`src/design/rlff_pkg.sv`:
```
// Shared types and constants of the raster line and flood fill engine.
`default_nettype none

package rlff_pkg;

  // Field widths fixed by the item format
  localparam int CRD_W = 6;
  localparam int COL_W = 8;
  localparam int PIX_W = 24;
  localparam int CFG_W = 7;

  localparam logic [PIX_W-1:0] WHITE = 24'hFFFFFF;

  // Configuration register indexes
  localparam logic CFG_WIDTH_IDX  = 1'b0;
  localparam logic CFG_HEIGHT_IDX = 1'b1;

  // Request codes
  typedef enum logic [1:0] {
    REQ_SET  = 2'd0,
    REQ_LINE = 2'd1,
    REQ_FILL = 2'd2,
    REQ_READ = 2'd3
  } req_t;

  // Controller states
  typedef enum logic [4:0] {
    ST_CLEAR,
    ST_IDLE,
    ST_PIX_ADDR,
    ST_PIX_ACC,
    ST_PIX_CAP,
    ST_LN_PREP,
    ST_LN_INIT,
    ST_LN_MOD,
    ST_LN_ADDR,
    ST_LN_WR,
    ST_FL_ADDR,
    ST_FL_RD,
    ST_FL_CHK,
    ST_FL_CLRV,
    ST_FL_SEED,
    ST_FL_POP,
    ST_FL_PXY,
    ST_FL_PADDR,
    ST_FL_PRD,
    ST_FL_PCHK,
    ST_FL_NB,
    ST_FL_NRD,
    ST_FL_NCHK,
    ST_DONE
  } state_t;

  // Commands from controller to datapath
  typedef struct packed {
    logic cap_in;
    logic clr_fb;
    logic clr_vis;
    logic pix_addr;
    logic pix_wr;
    logic pix_cap;
    logic ln_prep;
    logic ln_init;
    logic mod_step;
    logic ln_addr;
    logic ln_wr;
    logic fl_chk;
    logic seed;
    logic pop;
    logic pxy;
    logic paddr;
    logic pwr;
    logic nb;
    logic nchk;
    logic dir_inc;
    logic res_load;
  } cmd_t;

  // Status from datapath to controller
  typedef struct packed {
    logic clr_last;
    logic mod_last;
    logic ln_end;
    logic fl_reject;
    logic cnt_zero;
    logic pix_match;
    logic nvalid;
    logic dir_last;
    logic out_free;
  } stat_t;

endpackage

`default_nettype wire

```
`src/design/rlff_ctrl.sv`:
```
// Controller state machine of the raster line and flood fill engine.
`default_nettype none

module rlff_ctrl
  import rlff_pkg::*;
(
  input  wire logic  clk,
  input  wire logic  rst,
  input  wire logic  s_tvalid,
  input  wire req_t  req,
  output logic       s_tready,
  input  wire stat_t stat,
  output cmd_t       cmd
);

  state_t state, state_next;

  always_ff @(posedge clk) begin
    if (rst) begin
      state <= ST_CLEAR;
    end else begin
      state <= state_next;
    end
  end

  // Next state
  always_comb begin
    state_next = state;
    case (state)
      ST_CLEAR:    if (stat.clr_last) state_next = ST_IDLE;
      ST_IDLE: begin
        if (s_tvalid) begin
          case (req)
            REQ_LINE: state_next = ST_LN_PREP;
            REQ_FILL: state_next = ST_FL_ADDR;
            default:  state_next = ST_PIX_ADDR;
          endcase
        end
      end
      ST_PIX_ADDR: state_next = ST_PIX_ACC;
      ST_PIX_ACC:  state_next = ST_PIX_CAP;
      ST_PIX_CAP:  state_next = ST_DONE;
      ST_LN_PREP:  state_next = ST_LN_INIT;
      ST_LN_INIT:  state_next = ST_LN_MOD;
      ST_LN_MOD:   if (stat.mod_last) state_next = ST_LN_ADDR;
      ST_LN_ADDR:  state_next = ST_LN_WR;
      ST_LN_WR:    state_next = stat.ln_end ? ST_DONE : ST_LN_ADDR;
      ST_FL_ADDR:  state_next = ST_FL_RD;
      ST_FL_RD:    state_next = ST_FL_CHK;
      ST_FL_CHK:   state_next = stat.fl_reject ? ST_DONE : ST_FL_CLRV;
      ST_FL_CLRV:  if (stat.clr_last) state_next = ST_FL_SEED;
      ST_FL_SEED:  state_next = ST_FL_POP;
      ST_FL_POP:   state_next = stat.cnt_zero ? ST_DONE : ST_FL_PXY;
      ST_FL_PXY:   state_next = ST_FL_PADDR;
      ST_FL_PADDR: state_next = ST_FL_PRD;
      ST_FL_PRD:   state_next = ST_FL_PCHK;
      ST_FL_PCHK:  state_next = stat.pix_match ? ST_FL_NB : ST_FL_POP;
      ST_FL_NB:    state_next = ST_FL_NRD;
      ST_FL_NRD: begin
        if (stat.nvalid) state_next = ST_FL_NCHK;
        else state_next = stat.dir_last ? ST_FL_POP : ST_FL_NB;
      end
      ST_FL_NCHK:  state_next = stat.dir_last ? ST_FL_POP : ST_FL_NB;
      ST_DONE:     if (stat.out_free) state_next = ST_IDLE;
      default:     state_next = ST_IDLE;
    endcase
  end

  // Outputs
  always_comb begin
    cmd      = '0;
    s_tready = 1'b0;
    case (state)
      ST_CLEAR: cmd.clr_fb = 1'b1;
      ST_IDLE: begin
        s_tready   = 1'b1;
        cmd.cap_in = s_tvalid;
      end
      ST_PIX_ADDR: cmd.pix_addr = 1'b1;
      ST_PIX_ACC:  cmd.pix_wr   = 1'b1;
      ST_PIX_CAP:  cmd.pix_cap  = 1'b1;
      ST_LN_PREP:  cmd.ln_prep  = 1'b1;
      ST_LN_INIT:  cmd.ln_init  = 1'b1;
      ST_LN_MOD:   cmd.mod_step = 1'b1;
      ST_LN_ADDR:  cmd.ln_addr  = 1'b1;
      ST_LN_WR:    cmd.ln_wr    = 1'b1;
      ST_FL_ADDR:  cmd.pix_addr = 1'b1;
      ST_FL_RD:    cmd          = '0;
      ST_FL_CHK:   cmd.fl_chk   = 1'b1;
      ST_FL_CLRV:  cmd.clr_vis  = 1'b1;
      ST_FL_SEED:  cmd.seed     = 1'b1;
      ST_FL_POP:   cmd.pop      = !stat.cnt_zero;
      ST_FL_PXY:   cmd.pxy      = 1'b1;
      ST_FL_PADDR: cmd.paddr    = 1'b1;
      ST_FL_PRD:   cmd          = '0;
      ST_FL_PCHK:  cmd.pwr      = stat.pix_match;
      ST_FL_NB:    cmd.nb       = 1'b1;
      ST_FL_NRD:   cmd.dir_inc  = !stat.nvalid && !stat.dir_last;
      ST_FL_NCHK: begin
        cmd.nchk    = 1'b1;
        cmd.dir_inc = !stat.dir_last;
      end
      ST_DONE:     cmd.res_load = stat.out_free;
      default:     cmd          = '0;
    endcase
  end

endmodule

`default_nettype wire

```
`config.mk`:
```
export PLATFORM = sky130hd
export DESIGN_NAME = rlff_ctrl
export DESIGN_NICKNAME = d
export VERILOG_FILES = /design/src/design/rlff_pkg.sv /design/src/design/rlff_ctrl.sv
export SDC_FILE = /design/constraint.sdc
export NUM_CORES = 1
export LEC_CHECK = 0
export BUFFER_PORTS_ARGS = -buffer_cell sky130_fd_sc_hd__buf_4
export CELL_PAD_IN_SITES_DETAIL_PLACEMENT = 1
export CELL_PAD_IN_SITES_GLOBAL_PLACEMENT = 2
export CORE_UTILIZATION = 25
export DETAILED_ROUTE_END_ITERATION = 8
export PLACE_DENSITY_LB_ADDON = 0.1
export SLEW_MARGIN = 20
export SYNTH_ARGS = -nofsm -noshare
export SYNTH_HDL_FRONTEND = slang
export SYNTH_SLANG_ARGS = --single-unit
```
`constraint.sdc`:
```
create_clock -name clk -period 2.65 [get_ports clk]
set_input_delay 0.53 -clock clk [delete_from_list [all_inputs] [get_ports clk]]
set_output_delay 0.53 -clock clk [all_outputs]
set_load 0.1 [all_outputs]
```
==> flow_summary.json, run 1 <==
{
  "total_power_mw": 1.42,
  "fin_util_pct": 40.6,
  "clock-sinks": 5,
  "slowest_delay_ns": 0.57,
  "leakage_nw": 0.527,
  "power_density_nw_per_um2": 1100,
  "numCtsBuffers": 3,
  "finish.instance_area_um2": 1290,
  "grt.total_usage_pct": 19.4,
  "start_kind": "flop",
  "dp.final_hpwl_um": 2630,
  "syn_inst": 137,
  "wire_per_inst_um": 15.6,
  "skew_ns": 0.00317,
  "async_flop_share_pct": 0,
  "cts-root-buf": "clkbuf_4",
  "hp-class": "in -> reg",
  "die_w_um": 60.8,
  "placedInstanceArea_um2": 1260,
  "htree_levels": 1,
  "grt_first_pass_wirelength_um": 5410,
  "post-place-ws_ns": 0.471,
  "cpMostUsedCell": "buf_4",
  "final.min_clock_period_ns": 2.44,
  "finalSetupViolations": 0,
  "final-hold-violation-count": 0,
  "mostFrequentLayoutCells": "buf_4, nor2_1, nand2_1, nor3_1",
  "overflow": 0,
  "synth_area_leaders": "dfxtp_1, nor2_1, nor3_1",
  "end_kind": "output pin",
  "place_congestion": 0.767,
  "tightest_slew_ns": 0.598,
  "maxCapViolations": 0,
  "synth.distinct_cells": 41,
  "clk_latency_ns": 0.24,
  "slowest_stage": "dfxtp_1",
  "drt_iter0_drc": 31,
  "clockBufferDepth": 2,
  "cts_setup_buffers": 0,
  "antenna_found_initial": 0,
  "slew_headroom_pct": 60.1,
  "synth_edf_count": 0,
  "drt-pass1-iter-count": 4,
  "cts.clk_slew.worst_paths_ns": 0.05,
  "routed_wl_um": 3370,
  "drive_gt1_share_pct": 39.0,
  "syn_area_um2": 865,
  "largest_reg_flops": 5,
  "reg_top3": "state x5",
  "required_ns": 2.12,
  "rsz0062_at_grt": "false",
  "fin_tns_setup_ns": 0,
  "core_area_um2": 3180,
  "cp.arrival_ns": 1.91,
  "status": "complete, no violations",
  "regMostFlops": "state",
  "yosysSeqAreaShare_pct": 11.6,
  "max_clock_freq_mhz": 410,
  "yosys.area.top_type": "dfxtp_1",
  "cts_resized": 0,
  "syn_avg_cell_area_um2": 6.31,
  "via_per_inst": 5.35,
  "die-area_um2": 3700,
  "antenna_cells": 0,
  "slew_violations": 0,
  "critPathKind": "reg -> out",
  "finalCritPeriodShare_pct": 92.0,
  "die_h_um": 60.8,
  "syn_nets": 151,
  "tritoncts": "done",
  "first_global_vias": 1139,
  "route.vias.total": 1155,
  "drcViolationCount": 0,
  "areaGrowthSynthToFinish_pct": 49.3,
  "ir_drop_mv": 0.490,
  "nets": 187,
  "layout_commonest_cell": "buf_4",
  "ys.flop_type": "dfxtp_1",
  "hold_buffers": 0,
  "drtAntennaViolNets": 0,
  "io_buffers": 35,
  "cp_max_fo": 14,
  "start_util_pct": 27.2,
  "setup_ws_ns": 0.211,
  "crit_chain": "buf_4 -> nor3b_1 -> and3_1 -> buf_4",
  "grt_max_degree": 19,
  "synth.top_cell.area_share_pct": 11.6,
  "placement_rows": 20,
  "synth-seq-cells": 5,
  "pin_count": 36,
  "ys_warn_count": 0
}
## cell families after synthesis
group           share of synthesized area [%]
simple gates                             50.7
compound gates                           25.2
buf+inv                                  9.12
flops                                    11.6
mux                                      3.47
## area by class of cell
type                       count  area, um2
fill                         439       1890
tap                           44       55.1
timing repair buffer          44        330
sequential                     5        100
clock buffer                   4       26.3
multi-input combinational    115        764
inverter                       4       15.0
## power breakdown
| part | leakage (nW) | switching [mW] | total (mW) | internal [mW] |
|---|---|---|---|---|
| logic | 0.471 | 0.799 | 1.16 | 0.359 |
| clock network | 0.0150 | 0.0338 | 0.0909 | 0.0571 |
| registers | 0.0410 | 0.0711 | 0.172 | 0.101 |
## cell usage after synthesis, drive strengths merged, types with 3 or more instances
library cell / number
a21oi: 7
mux2i: 3
nand3: 4
nor3b: 4
nand2: 8
and3: 3
nor3: 15
nand3b: 3
buf: 11
nor2: 21
o21ai: 6
nor2b: 5
nand2b: 6
inv: 4
or3: 3
a31oi: 3
nor4: 3
dfxtp: 5
## final timing paths
kind	slack, ns	startpoint	endpoint	cells past startpoint
hold / removal	0.51	rst	state[4]	2
setup reg to reg	0.66	state[0]	state[1]	6
setup / recovery	0.21	state[0]	cmd[20]	4
hold reg to reg	0.89	state[2]	state[2]	3
## through the flow
stage | hold WS, ns | cells
finish | 0.508 | 216
global route | 0.503 | 216
CTS | 0.500 | 216
detailed placement | 0.760 | 212
global placement | 0.765 | 212
floorplan | 0.599 | 137
## layer usage
layer / GRT usage, % / part of all wire [%] / up-vias
li1: - / - / 569
met1: 26.3 / 47 / 546
met2: 34.7 / 48 / 40
met3: 1.92 / 4.5 / 0
met4: 0.974 / 0 / 0
met5: 0 / 0 / -
## worst max-delay path: cells and delay by family (launching register included)
family | cells | cell delay [ns]
and+or+nand+nor | 2 | 0.49
DFF | 1 | 0.57
buffers and inverters | 2 | 0.59
No activity file was read; power rests on OpenSTA's default activity.
==> inputs of run 2 (changes only) <==
--- a/config.mk
+++ b/config.mk
@@ -11,6 +11,7 @@
 export CORE_UTILIZATION = 25
 export DETAILED_ROUTE_END_ITERATION = 8
 export PLACE_DENSITY_LB_ADDON = 0.1
+export REMOVE_ABC_BUFFERS = 1
 export SLEW_MARGIN = 20
 export SYNTH_ARGS = -nofsm -noshare
 export SYNTH_HDL_FRONTEND = slang
==> constraint.sdc (replaced) <==
create_clock -name clk -period 2.65 [get_ports clk]
set_input_delay 0.53 -clock clk [delete_from_list [all_inputs] [get_ports clk]]
set_output_delay 0.53 -clock clk [all_outputs]
set_load 0.005 [all_outputs]
==> flow_summary.json, run 2 (synthesis gave the netlist of run 1 again) <==
{
  "status": "complete, no violations",
  "finalSetupViolations": 0,
  "place_congestion": 0.829,
  "start_kind": "flop",
  "via_per_inst": 5.38,
  "layout_commonest_cell": "buf_4",
  "slew_headroom_pct": 55.0,
  "grt_busiest_layer": "met2",
  "overflow": 0,
  "routed_wl_um": 3420,
  "placement_rows": 20,
  "grt_util_met1_pct": 29.5,
  "pin_count": 36,
  "cts_resized": 0,
  "slew_violations": 0,
  "required_ns": 2.12,
  "reg2reg_from": "state[0]",
  "min_from": "rst",
  "drtAntennaViolNets": 0,
  "slowest_stage": "dfxtp_1",
  "reg_top3": "state x5",
  "drive_gt1_share_pct": 29.6,
  "die-area_um2": 3700,
  "finalCritPeriodShare_pct": 88.2,
  "use_met3_pct": 1.28,
  "crit_chain": "nand2b_1 -> nor4_1 -> buf_4",
  "cts_setup_buffers": 0,
  "hold_buffers": 0,
  "drt_iter0_drc": 53,
  "r2r_slack_ns": 0.65,
  "grt_max_degree": 21,
  "tightest_slew_ns": 0.674,
  "final.min_clock_period_ns": 2.34,
  "power_density_nw_per_um2": 830,
  "start_util_pct": 27.2,
  "total_power_uw": 988,
  "antenna_cells": 0,
  "first_global_vias": 1115,
  "ir_drop_mv": 0.370,
  "fin_tns_setup_ns": 0,
  "grt.met2_usage_pct": 33.1,
  "r2r_end": "state[1]",
  "clockBufferDepth": 2,
  "critPathKind": "reg -> out",
  "grt.total_usage_pct": 20.3,
  "mostFrequentLayoutCells": "buf_4, nor2_1, nor3_1, nand2_1, a21oi_1",
  "drt-pass1-iter-count": 4,
  "maxCapViolations": 0,
  "cpLargestDelayFamily": "flip-flops",
  "cts.clk_slew.worst_paths_ns": 0.04,
  "clk_latency_ns": 0.24,
  "max_clock_freq_mhz": 428,
  "cp.arrival_ns": 1.81,
  "cts-root-buf": "clkbuf_4",
  "tritoncts": "done",
  "route.vias.total": 1145,
  "critPathBufInv": 1,
  "slowest_delay_ns": 0.75,
  "leakage_nw": 0.497,
  "core_area_um2": 3180,
  "end_kind": "output pin",
  "skew_ns": 0.00292,
  "largest_reg_flops": 5,
  "min_to": "state[2]",
  "grt_first_pass_wirelength_um": 5590,
  "die_h_um": 60.8,
  "final-hold-violation-count": 0,
  "antenna_found_initial": 0,
  "nets": 184,
  "htree_levels": 1,
  "numCtsBuffers": 3,
  "hp-class": "in -> reg",
  "io_buffers": 35,
  "clock-sinks": 5,
  "post-place-ws_ns": 0.567,
  "rsz0062_at_grt": "false",
  "drcViolationCount": 0,
  "areaGrowthSynthToFinish_pct": 37.6,
  "wire_per_inst_um": 16.1,
  "die_w_um": 60.8,
  "regMostFlops": "state",
  "reg2reg_depth": 6,
  "cp_max_fo": 20,
  "worstHoldPathCells": 2,
  "dp.final_hpwl_um": 2640,
  "setup_ws_ns": 0.313
}
## run 2: cell types whose count changed in the layout (fill, tap and decap cells not counted)
cell and delta:
buf_4 -3, nor2_1 +5, nor3_2 -6, nor4_1 +3
nor2_2 -5, nor4_2 -1, nor4_4 -2, nor3_1 +6
## run 2: where the power goes
part / total [mW] / leakage [nW] / internal [mW] / switching (mW)
clock network: 0.0895 / 0.0150 / 0.0570 / 0.0325
registers: 0.213 / 0.0410 / 0.101 / 0.112
logic: 0.685 / 0.441 / 0.325 / 0.360
total: 0.988 / 0.497 / 0.483 / 0.505
## run 2: how the worst max path moves through the flow
stage                     startpoint  endpoint  slack (ns)  cells after the start
after global routing        state[2]   cmd[18]        0.14                      3
after detailed placement    state[2]   cmd[13]        0.57                      3
after floorplan             state[0]    cmd[5]        0.84                      2
after CTS                   state[2]   cmd[13]        0.31                      3
final                       state[2]   cmd[13]        0.31                      3
after global placement      state[2]   cmd[13]        0.56                      3
## run 2: area by class of cell
type | instances | area (um2)
tap | 44 | 55.1
multi-input combinational | 115 | 686
sequential | 5 | 100
clock buffer | 4 | 26.3
inverter | 4 | 15.0
timing repair buffer | 41 | 308
fill | 436 | 1990
## run 2: metal layers
metal,vias to the layer above,wire [um]
li1,566,-
met1,543,1720
met2,31,1560
met3,5,101
met4,0,40
met5,-,0
## run 2: metrics by stage
stage / hold slack, ns / cell area [um2] / instances / utilization [%]
floorplan: 0.599 / 801 / 124 / -
global placement: 0.757 / 1160 / 209 / 36.6
detailed placement: 0.764 / 1160 / 209 / 36.6
CTS: 0.511 / 1190 / 213 / 37.4
global route: 0.506 / 1190 / 213 / 37.4
finish: 0.513 / 1190 / 213 / 37.4
